File: config.mk
export PLATFORM = sky130hd
export DESIGN_NAME = sha1_byte_stream_hasher
export DESIGN_NICKNAME = d
export VERILOG_FILES = /design/src/rtl/sha1h_pkg.sv /design/src/rtl/sha1h_dp.sv /design/src/rtl/sha1h_ctrl.sv /design/src/rtl/sha1_byte_stream_hasher.sv
export SDC_FILE = /design/constraint.sdc
export NUM_CORES = 2
export LEC_CHECK = 0
export BUFFER_PORTS_ARGS = -buffer_cell sky130_fd_sc_hd__clkbuf_2
export CORE_ASPECT_RATIO = 1.75
export CORE_MARGIN = 2
export CORE_UTILIZATION = 40
export CTS_BUF_LIST = sky130_fd_sc_hd__clkbuf_4 sky130_fd_sc_hd__clkbuf_8 sky130_fd_sc_hd__clkbuf_16
export DETAILED_ROUTE_END_ITERATION = 8
export MAX_ROUTING_LAYER = met4
export SYNTH_ARGS = -nofsm -noshare
export SYNTH_HDL_FRONTEND = slang
export SYNTH_SLANG_ARGS = --single-unit
File: constraint.sdc
create_clock -name clk -period 7.25 [get_ports clk]
set_clock_uncertainty 0.2 [all_clocks]
set_input_delay 0.725 -clock clk [delete_from_list [all_inputs] [get_ports clk]]
set_output_delay 0.725 -clock clk [all_outputs]
set_load 0.005 [all_outputs]
File: src/rtl/sha1h_pkg.sv
// Shared types and constants for the SHA-1 byte stream hasher.
// No dependencies; every other file in rtl imports this package.
package sha1h_pkg;

  localparam int NUM_ROUNDS   = 80;
  localparam int DIGEST_WORDS = 5;
  localparam int SCHED_WORDS  = 16;

  localparam logic [6:0] LAST_RND = 7'(NUM_ROUNDS - 1);
  localparam logic [6:0] GRP1_END = 7'd20;
  localparam logic [6:0] GRP2_END = 7'd40;
  localparam logic [6:0] GRP3_END = 7'd60;

  localparam logic [2:0] LAST_IDX = 3'(DIGEST_WORDS - 1);

  localparam logic [5:0] POS_FULL = 6'd63;
  localparam logic [5:0] POS_LEN  = 6'd56;
  localparam logic [7:0] PAD_BYTE = 8'h80;

  localparam logic [31:0] K_GRP1 = 32'h5A827999;
  localparam logic [31:0] K_GRP2 = 32'h6ED9EBA1;
  localparam logic [31:0] K_GRP3 = 32'h8F1BBCDC;
  localparam logic [31:0] K_GRP4 = 32'hCA62C1D6;

  // Element 0 is H0.
  localparam logic [DIGEST_WORDS-1:0][31:0] SHA1_IV = {
    32'hC3D2E1F0, 32'h10325476, 32'h98BADCFE, 32'hEFCDAB89, 32'h67452301
  };

  typedef struct packed {
    logic [7:0] data_byte;
    logic       byte_valid;
    logic       last;
  } sha1h_in_t;

  typedef struct packed {
    logic [31:0] digest_word;
    logic [2:0]  word_index;
    logic        last_word;
  } sha1h_out_t;

  typedef struct packed {
    logic       accept_byte;
    logic       pad;
    logic       len_blk;
    logic       load_work;
    logic       round;
    logic [6:0] rnd;
    logic       final_add;
    logic       emit;
  } sha1h_cmd_t;

  typedef struct packed {
    logic pos_full;
    logic pos_hi;
    logic emit_done;
  } sha1h_sts_t;

endpackage

File: src/rtl/sha1h_dp.sv
// Datapath of the SHA-1 hasher: message schedule, round logic, chaining
// words, byte count and the digest output register. Depends on sha1h_pkg.
module sha1h_dp (
  input  logic                  clk,
  input  logic                  rst,
  input  sha1h_pkg::sha1h_cmd_t cmd,
  input  logic [7:0]            data_byte,
  output sha1h_pkg::sha1h_sts_t sts,
  output logic                  out_valid,
  input  logic                  out_ready,
  output sha1h_pkg::sha1h_out_t out_data
);
  import sha1h_pkg::*;

  logic [SCHED_WORDS-1:0][31:0]  sched;
  logic [SCHED_WORDS-1:0][31:0]  sched_next;
  logic [DIGEST_WORDS-1:0][31:0] chain;
  logic [DIGEST_WORDS-1:0][31:0] work;
  logic [60:0]                   byte_count;
  logic [2:0]                    out_idx;
  logic [5:0]                    pos;
  logic [63:0]                   bit_len;
  logic [31:0]                   f_val;
  logic [31:0]                   k_val;
  logic [31:0]                   tmp;
  logic [31:0]                   new_w;
  logic                          can_load;

  assign pos      = byte_count[5:0];
  assign bit_len  = {byte_count, 3'b000};
  assign can_load = !out_valid || out_ready;

  assign sts.pos_full  = (pos == POS_FULL);
  assign sts.pos_hi    = (pos >= POS_LEN);
  assign sts.emit_done = cmd.emit && can_load && (out_idx == LAST_IDX);

  // Round function and constant by round group.
  always_comb begin
    if (cmd.rnd < GRP1_END) begin
      f_val = work[3] ^ (work[1] & (work[2] ^ work[3]));
      k_val = K_GRP1;
    end else if (cmd.rnd < GRP2_END) begin
      f_val = work[1] ^ work[2] ^ work[3];
      k_val = K_GRP2;
    end else if (cmd.rnd < GRP3_END) begin
      f_val = (work[1] & work[2]) | (work[3] & (work[1] | work[2]));
      k_val = K_GRP3;
    end else begin
      f_val = work[1] ^ work[2] ^ work[3];
      k_val = K_GRP4;
    end
  end

  assign tmp = {work[0][26:0], work[0][31:27]} + f_val + work[4] + k_val + sched[0];

  always_comb begin
    new_w = sched[13] ^ sched[8] ^ sched[2] ^ sched[0];
    new_w = {new_w[30:0], new_w[31]};
  end

  // Block buffer doubles as a shift-line schedule: sched[0] is W[t].
  always_comb begin
    sched_next = sched;
    if (cmd.accept_byte) begin
      for (int w = 0; w < SCHED_WORDS; w++) begin
        for (int b = 0; b < 4; b++) begin
          if (6'(w * 4 + b) == pos) begin
            sched_next[w][8*(3-b) +: 8] = data_byte;
          end
        end
      end
    end
    if (cmd.pad) begin
      for (int w = 0; w < SCHED_WORDS; w++) begin
        for (int b = 0; b < 4; b++) begin
          if (6'(w * 4 + b) == pos) begin
            sched_next[w][8*(3-b) +: 8] = PAD_BYTE;
          end else if (6'(w * 4 + b) > pos) begin
            sched_next[w][8*(3-b) +: 8] = 8'h00;
          end
        end
      end
      if (!sts.pos_hi) begin
        sched_next[14] = bit_len[63:32];
        sched_next[15] = bit_len[31:0];
      end
    end
    if (cmd.len_blk) begin
      sched_next     = '0;
      sched_next[14] = bit_len[63:32];
      sched_next[15] = bit_len[31:0];
    end
    if (cmd.round) begin
      for (int w = 0; w < SCHED_WORDS - 1; w++) begin
        sched_next[w] = sched[w+1];
      end
      sched_next[SCHED_WORDS-1] = new_w;
    end
  end

  always_ff @(posedge clk) begin
    sched <= sched_next;
    if (cmd.load_work) begin
      work <= chain;
    end else if (cmd.round) begin
      work[0] <= tmp;
      work[1] <= work[0];
      work[2] <= {work[1][1:0], work[1][31:2]};
      work[3] <= work[2];
      work[4] <= work[3];
    end
    if (cmd.emit && can_load) begin
      out_data.digest_word <= chain[out_idx];
      out_data.word_index  <= out_idx;
      out_data.last_word   <= (out_idx == LAST_IDX);
    end
  end

  always_ff @(posedge clk) begin
    if (rst) begin
      chain      <= SHA1_IV;
      byte_count <= '0;
      out_idx    <= '0;
      out_valid  <= 1'b0;
    end else begin
      if (cmd.accept_byte) begin
        byte_count <= byte_count + 61'd1;
      end
      if (cmd.final_add) begin
        for (int i = 0; i < DIGEST_WORDS; i++) begin
          chain[i] <= chain[i] + work[i];
        end
      end
      if (cmd.emit && can_load) begin
        out_valid <= 1'b1;
        if (out_idx == LAST_IDX) begin
          // Digest copied out: restart for the next message.
          out_idx    <= '0;
          chain      <= SHA1_IV;
          byte_count <= '0;
        end else begin
          out_idx <= out_idx + 3'd1;
        end
      end else if (out_ready) begin
        out_valid <= 1'b0;
      end
    end
  end

endmodule

File: src/rtl/sha1h_ctrl.sv
// Controller of the SHA-1 hasher: input handshake, round sequencing,
// padding steps and digest emission. Depends on sha1h_pkg.
module sha1h_ctrl (
  input  logic                  clk,
  input  logic                  rst,
  input  logic                  in_valid,
  output logic                  in_ready,
  input  logic                  byte_valid,
  input  logic                  last,
  input  sha1h_pkg::sha1h_sts_t sts,
  output sha1h_pkg::sha1h_cmd_t cmd
);
  import sha1h_pkg::*;

  typedef enum logic [5:0] {
    S_IDLE  = 6'b000001,
    S_ROUND = 6'b000010,
    S_FINAL = 6'b000100,
    S_PAD   = 6'b001000,
    S_LENB  = 6'b010000,
    S_EMIT  = 6'b100000
  } state_t;

  state_t     state;
  state_t     state_next;
  logic [6:0] rnd;
  logic       pend_pad;
  logic       pend_len;
  logic       pend_out;
  logic       accept;
  logic       compress_go;

  assign in_ready    = (state == S_IDLE);
  assign accept      = in_valid && in_ready;
  assign compress_go = accept && byte_valid && sts.pos_full;

  always_comb begin
    state_next = state;
    case (state)
      S_IDLE: begin
        if (compress_go) begin
          state_next = S_ROUND;
        end else if (accept && last) begin
          state_next = S_PAD;
        end
      end
      S_PAD:   state_next = S_ROUND;
      S_LENB:  state_next = S_ROUND;
      S_ROUND: begin
        if (rnd == LAST_RND) begin
          state_next = S_FINAL;
        end
      end
      S_FINAL: begin
        if (pend_pad) begin
          state_next = S_PAD;
        end else if (pend_len) begin
          state_next = S_LENB;
        end else if (pend_out) begin
          state_next = S_EMIT;
        end else begin
          state_next = S_IDLE;
        end
      end
      S_EMIT: begin
        if (sts.emit_done) begin
          state_next = S_IDLE;
        end
      end
      default: state_next = S_IDLE;
    endcase
  end

  always_ff @(posedge clk) begin
    if (rst) begin
      state    <= S_IDLE;
      rnd      <= '0;
      pend_pad <= 1'b0;
      pend_len <= 1'b0;
      pend_out <= 1'b0;
    end else begin
      state <= state_next;
      if (state == S_ROUND) begin
        rnd <= (rnd == LAST_RND) ? 7'd0 : rnd + 7'd1;
      end
      if (compress_go) begin
        pend_pad <= last;
      end
      if (state == S_PAD) begin
        pend_pad <= 1'b0;
        pend_len <= sts.pos_hi;
        pend_out <= 1'b1;
      end
      if (state == S_LENB) begin
        pend_len <= 1'b0;
      end
      if (sts.emit_done) begin
        pend_out <= 1'b0;
      end
    end
  end

  always_comb begin
    cmd.accept_byte = accept && byte_valid;
    cmd.pad         = (state == S_PAD);
    cmd.len_blk     = (state == S_LENB);
    cmd.load_work   = (state_next == S_ROUND) && (state != S_ROUND);
    cmd.round       = (state == S_ROUND);
    cmd.rnd         = rnd;
    cmd.final_add   = (state == S_FINAL);
    cmd.emit        = (state == S_EMIT);
  end

endmodule

File: src/rtl/sha1_byte_stream_hasher.sv
// SHA-1 over a byte stream: one byte per input beat, five digest beats per
// message. Byte beats are taken while the controller is idle; the beat that
// fills a 64-byte block starts the rounds and the chaining add on the single
// round unit, during which no input is taken. A last beat starts a padding
// step and a round pass, plus a length block and another round pass when the
// length spills into a second block (64 - byte count mod 64 below 9), then
// five output beats, which wait while the output stalls.
// The last digest beat sits in the output register while the next message
// streams in. Depends on sha1h_pkg, sha1h_ctrl and sha1h_dp.
module sha1_byte_stream_hasher (
  input  logic                  clk,
  input  logic                  rst,
  input  logic                  in_valid,
  output logic                  in_ready,
  input  sha1h_pkg::sha1h_in_t  in_data,
  output logic                  out_valid,
  input  logic                  out_ready,
  output sha1h_pkg::sha1h_out_t out_data
);
  import sha1h_pkg::*;

  sha1h_cmd_t cmd;
  sha1h_sts_t sts;

  sha1h_ctrl u_ctrl (
    .clk        (clk),
    .rst        (rst),
    .in_valid   (in_valid),
    .in_ready   (in_ready),
    .byte_valid (in_data.byte_valid),
    .last       (in_data.last),
    .sts        (sts),
    .cmd        (cmd)
  );

  sha1h_dp u_dp (
    .clk       (clk),
    .rst       (rst),
    .cmd       (cmd),
    .data_byte (in_data.data_byte),
    .sts       (sts),
    .out_valid (out_valid),
    .out_ready (out_ready),
    .out_data  (out_data)
  );

  // Chaining add only right after the final round.
  a_final_after_rounds: assert property (@(posedge clk) disable iff (rst)
    cmd.final_add |-> $past(cmd.round && (cmd.rnd == LAST_RND)))
    else $error("chaining add without completed rounds");

  // A last beat that does not fill a block goes straight to padding.
  a_last_pads: assert property (@(posedge clk) disable iff (rst)
    (in_valid && in_ready && in_data.last &&
     !(in_data.byte_valid && sts.pos_full)) |=> cmd.pad)
    else $error("last beat did not start padding");

  // No input is taken while the round unit is busy or the digest is emitted.
  a_no_accept_in_rounds: assert property (@(posedge clk) disable iff (rst)
    (cmd.round || cmd.final_add || cmd.emit) |-> !in_ready)
    else $error("input ready during compression or output");

endmodule

* After elaboration in Yosys (flattened, before gate mapping)
Cells that the tools add are included.
** Word-level totals
- Flip-flop bits (word level) :: 949
- Input bits :: 14
** Cells by class
- Add/subtract/negate cells :: 12
- Order comparisons :: 69
- Equal/unequal tests :: 74
- Multiplexer cells :: 225
- Bitwise logic cells :: 12
- Reduce and logical (&&, ||, !) cells :: 16
** Operators by type and width (count)
- $mux 512 :: 4
- $mux 8 :: 192
- $mux 160 :: 5
- $add 32x32->32 :: 9
- $xor 32x32->32 :: 7
- $eq 6x6->1 const A :: 32
- $gt 6x6->1 const A :: 32
- $mux 32 :: 6
- $mux 61 :: 3
- $and 32x32->32 :: 3
- $bmux 32 s3 :: 1
- $eq 5x6->1 const A :: 16
- $gt 5x6->1 const A :: 16
- $mux 64 :: 1
- $or 32x32->32 :: 2
- $add 61x1->61 const B :: 1
- $eq 4x6->1 const A :: 8
- $gt 4x6->1 const A :: 8
- $mux 6 :: 7
- $mux 31 :: 1
- $pmux 6 s5 :: 1
- $eq 3x6->1 const A :: 4
- $gt 3x6->1 const A :: 4
- $lt 7x6->1 const B :: 2
- 27 further kinds :: 43

* Depth between registers and ports, before layout
- Depth in word-level cells :: 12
- Mapped depth :: 27

* Hierarchy
Synthesis repeated with hierarchy kept, for this count alone.
** Second synthesis, totals
- Cell total of the unflattened synthesis :: 6032
- Area, all modules :: 54815.1 um^2
** Modules (own cells, without submodules)
- sha1h_dp :: instances 1, cells each 5928, area an instance 53905.4 um^2, seq. area each 20719.9 um^2
- sha1h_ctrl :: instances 1, cells each 104, area an instance 909.6 um^2, seq. area each 320.3 um^2

* Worst setup path after synthesis
Ideal clock, no wire load.
- Kind :: flip-flop to flip-flop
- Start point :: register u_ctrl.rnd[4]
- End point :: register u_dp.work[30] (netlist bit), data pin
- Arrival :: 5.893 ns
- Required time :: 6.795 ns
- Path slack :: 0.902 ns
- Stages on the path, launching flop included :: 26
- Period minus slack after synthesis :: 6.348 ns
- Path through :: dfxtp_1 clkbuf_1 a41oi_1 inv_2 nor2_1 inv_2 nand2b_1 buf_2 clkbuf_1 o221a_2 fa_1 fa_1 inv_1 fa_1 inv_1 ha_1 a21o_1 a21oi_4 o21ai_2 a221oi_4 o31ai_2 a31o_1 a211o_1 o311a_1 or3_1 a31o_1
** On the way
- Longest elaborated chain between the ends :: 10
** RTL lines
- start: declaration :: RTL line sha1h_ctrl.sv:26 : logic [6:0] rnd;
- start signal: assignment :: RTL line sha1h_ctrl.sv:84 : rnd <= (rnd == LAST_RND) ? 7'd0 : rnd + 7'd1;
- $lt 7x6->1 :: RTL line sha1h_dp.sv:45 : end else if (cmd.rnd < GRP3_END) begin
- $mux 32 :: RTL line sha1h_dp.sv:45
- $mux 32 :: RTL line sha1h_dp.sv:42 : end else if (cmd.rnd < GRP2_END) begin
- $mux 32 :: RTL line sha1h_dp.sv:39 : if (cmd.rnd < GRP1_END) begin
- $add 32x32->32 (4 in series) :: RTL line sha1h_dp.sv:54 : assign tmp = {work[0][26:0], work[0][31:27]} + f_val + work[4] + k_val + sched[0];
- $mux 160 :: RTL line sha1h_dp.sv:105 : end else if (cmd.round) begin
- $mux 160 * :: RTL line sha1h_dp.sv:103 : if (cmd.load_work) begin
- end signal: assignment :: RTL line sha1h_dp.sv:104 : work <= chain;
- end: declaration :: RTL line sha1h_dp.sv:18 : logic [DIGEST_WORDS-1:0][31:0] work;
Every way passes the cells marked *; elsewhere a longest branch is shown, timed or not. The select of a mux whose other input is x is not followed.
A chain may end at the register's enable or synchronous reset.

* Final worst setup path
- Start point :: register u_ctrl.rnd[5]
- End point :: register u_dp.work[31] (netlist bit), data pin
Same word-level chain as after synthesis.

==> metrics.txt <==
Slowest Stage Delay on Critical Path between 500 and 600 ps; TritonCTS clock tree built; CTS max path bufs 3; Clk Latency, worst-skew pair about 750 ps; Netlist cell types 100; Die H slightly below 500 um; 1st-pass router iterations 6; Rows around 180; largest net degree at the start of global routing 219; max capacitance violation total 0; die area 0.139 mm^2; Max Clk Rate between 100 and 150 MHz; CP Capture Type flop; Crit Path Category reg -> reg; DR vias approximately 46000; CP arrival 7090 ps; initial antenna violation count 5; top_reg_cell synth dfxtp_1; Synth async-reset ratio 0%; Tightest Pin Transition ~1300 ps; critical path startpoint category flop; drt wl/cell roughly 24 um; Tcrit/Tclk final a little over nine tenths; cells after synthesis slightly above 6000; io pins 52; Final Power 17.8 mW; layout cells sized above 1 6.90%; cts repair resizes 0; number of CTS-inserted buffers 94; clock sinks 949; antenna-violating nets left 0; Tmin final around 7000 ps; core area around 0.14 mm^2; Critical Path RT 7500 ps; layout net count 6445; maximum VDD drop roughly 0.26 mV; clock-pin slew on the worst setup and hold paths roughly 70 ps; number of global-route vias before repair 46400; Synth Cell Area about 0.055 mm^2; Slew Limit Fails 0; RSZ-0062 raised after global routing no; area added between synthesis and finish 9.52%; GP Congestion 1.01; leakage power figure about 25 nW; IO buf count 51; final hold violations 0; first-pass GRT wire length just under 300 mm; syn_nets between 6000 and 7000; DPL Wire Length 142 mm; yosys warns 0; status finished clean; FILL cells 13500; cell family with most CP delay compound AO/OA/AOI/OAI gates; Slowest cell on crit path fa_1; total wire length slightly below 200 mm; Crit path buffers/inverters 6; Seq/Total Area, Yosys a little under 40%; Reg area about 0.021 mm^2; CP Cell Sequence a41oi_1 -> inv_2 -> nor2_1 -> inv_2 -> nand2b_2 -> buf_4 -> o221ai_1 -> fa_1 -> inv_1 -> fa_1 -> inv_1 -> fa_1 -> inv_1 -> ha_1 -> o31ai_1 -> a31oi_1 -> a21oi_1 -> o21ai_1 -> and4_1 -> nor4_1 -> o31ai_1 -> nor4b_1 -> o41ai_1; crit-path max FO 31; Avg Inst Size Synth slightly below 9 um^2; power per cell area ~300 mW/mm^2; GRT overflow 0; post-synthesis register bit count roughly 950; Setup TNS 0 ps; Die W between 200 and 300 um; Post-CTS Setup Inserts 0; min-delay worst type in -> reg; relative slew slack between 10% and 20%; Vias/cell 5.80; H-tree Lvls 3; gr usage total approximately 28%; Initial Util 40.2%; multi-input logic area roughly 0.031 mm^2; setup violation total in the final timing report 0; EDFF count, synth slightly above 200; number of remaining DRC errors 0; DR iter-0 viols roughly 3900; hold buffer count at cts 0; clk root buf clkbuf_16
==> per-stage QoR <==
step	hold WS [ps]	setup WS (ps)	cell area, um^2	util, %	cells
2_1_floorplan	217	902	54500	-	6220
5_1_grt	122	7.76	59700	44.0	8005
3_5_place_dp	234	345	56400	41.6	7823
3_3_place_gp	230	446	56400	41.6	7823
6_report	87.5	415	59700	44.0	8006
4_1_cts	47.1	318	59700	44.0	8000
==> where the power goes <==
part	switching, mW	internal [mW]
Sequential	1.12	6.87
Combinational	2.53	2.00
Clock	2.35	2.96
==> cell families (layout without fill, tap and decap cells) <==
group | count (synthesis) | count (layout) | share of synthesized area, %
AO/OA/AOI/OAI | 1591 | 1591 | 17.6
XOR/XNOR | 299 | 299 | 4.80
adder cells (fa/ha/maj) | 322 | 322 | 9.09
buffers and inverters | 563 | 533 | 4.00
flip-flops | 949 | 949 | 38.6
multiplexers | 520 | 520 | 10.3
other | 0 | 6 | 0
AND/OR/NAND/NOR | 1976 | 1976 | 15.6
==> cell usage after synthesis (44+ instances only) <==
master,n,share of area (%)
a21oi_1,316,2.9
nand2_1,1287,8.9
nor3_1,44,0.40
inv_1,239,1.6
mux2i_1,479,8.8
nor2_1,274,1.9
a21o_1,73,1.0
xor2_1,126,2.0
dfxtp_1,745,27
o211ai_1,49,0.67
fa_1,124,4.6
edfxtp_1,204,11
buf_2,48,0.44
xnor2_1,173,2.8
nand3_1,71,0.65
ha_1,198,4.5
o21ai_0,717,6.6
clkbuf_1,256,1.8
==> flip-flops by register name, indices dropped and copies added, names as in the netlist <==
name	flops
u_dp.out_idx	3
u_dp.out_data	36
u_dp.chain	160
u_dp.work	160
u_ctrl.rnd	7
u_ctrl.pend_out	1
u_ctrl.pend_pad	1
u_dp.sched	512
u_ctrl.pend_len	1
u_dp.out_valid	1
u_ctrl.state	6
u_dp.byte_count	61
==> layout by cell type, fill, tap and decap left out, types with 37 or more instances in the layout <==
master	synthesis	final
nand2_1	1287	1286
nand3_1	71	70
and3_1	43	42
clkbuf_16	0	94
xor2_1	126	126
buf_4	2	59
inv_1	239	239
clkbuf_2	1	44
ha_1	198	198
xnor2_1	173	173
dfxtp_1	745	743
a22o_1	37	37
nand2b_1	43	42
mux2i_1	479	479
nor3_1	44	41
o21ai_0	717	717
o21a_1	41	41
a21oi_1	316	316
edfxtp_1	204	204
o211ai_1	49	49
a21o_1	73	73
nor2_1	274	271
fa_1	124	124
==> tightest hold or removal path: stages <==
cell,delay (ps)
clkbuf_2,100
a32oi_1,80
nor2_1,70
==> layer usage <==
layer | track usage [%] | vias to the layer above | part of all wire [%]
li1 | - | 21600 | -
met1 | 28.9 | 22600 | 36
met2 | 49.2 | 1597 | 50
met3 | 3.42 | 590 | 4.7
met4 | 21.2 | 0 | 8.7
met5 | - | - | 0
==> path summary, 6_finish.rpt <==
check	depth (start not counted)	from	slack [ps]	endpoint
min reg2reg	2	u_dp.sched[511]	240	u_dp.sched[479]
max reg2reg	23	u_ctrl.rnd[5]	410	u_dp.work[31]
min	3	in_data[0]	90	u_ctrl.state[3]
max	23	u_ctrl.rnd[5]	410	u_dp.work[31]
==> area by class of cell <==
cell class / count / area share, %
clock inverters: 44 / 0.922
multi-input cells: 4708 / 52.6
diodes: 6 / 0.0251
inverters: 241 / 1.51
well taps: 1810 / 3.79
repair buffers: 115 / 1.36
flip-flops and latches: 949 / 35.2
clock buffers: 133 / 4.60
(Power assumes the default switching activity.)
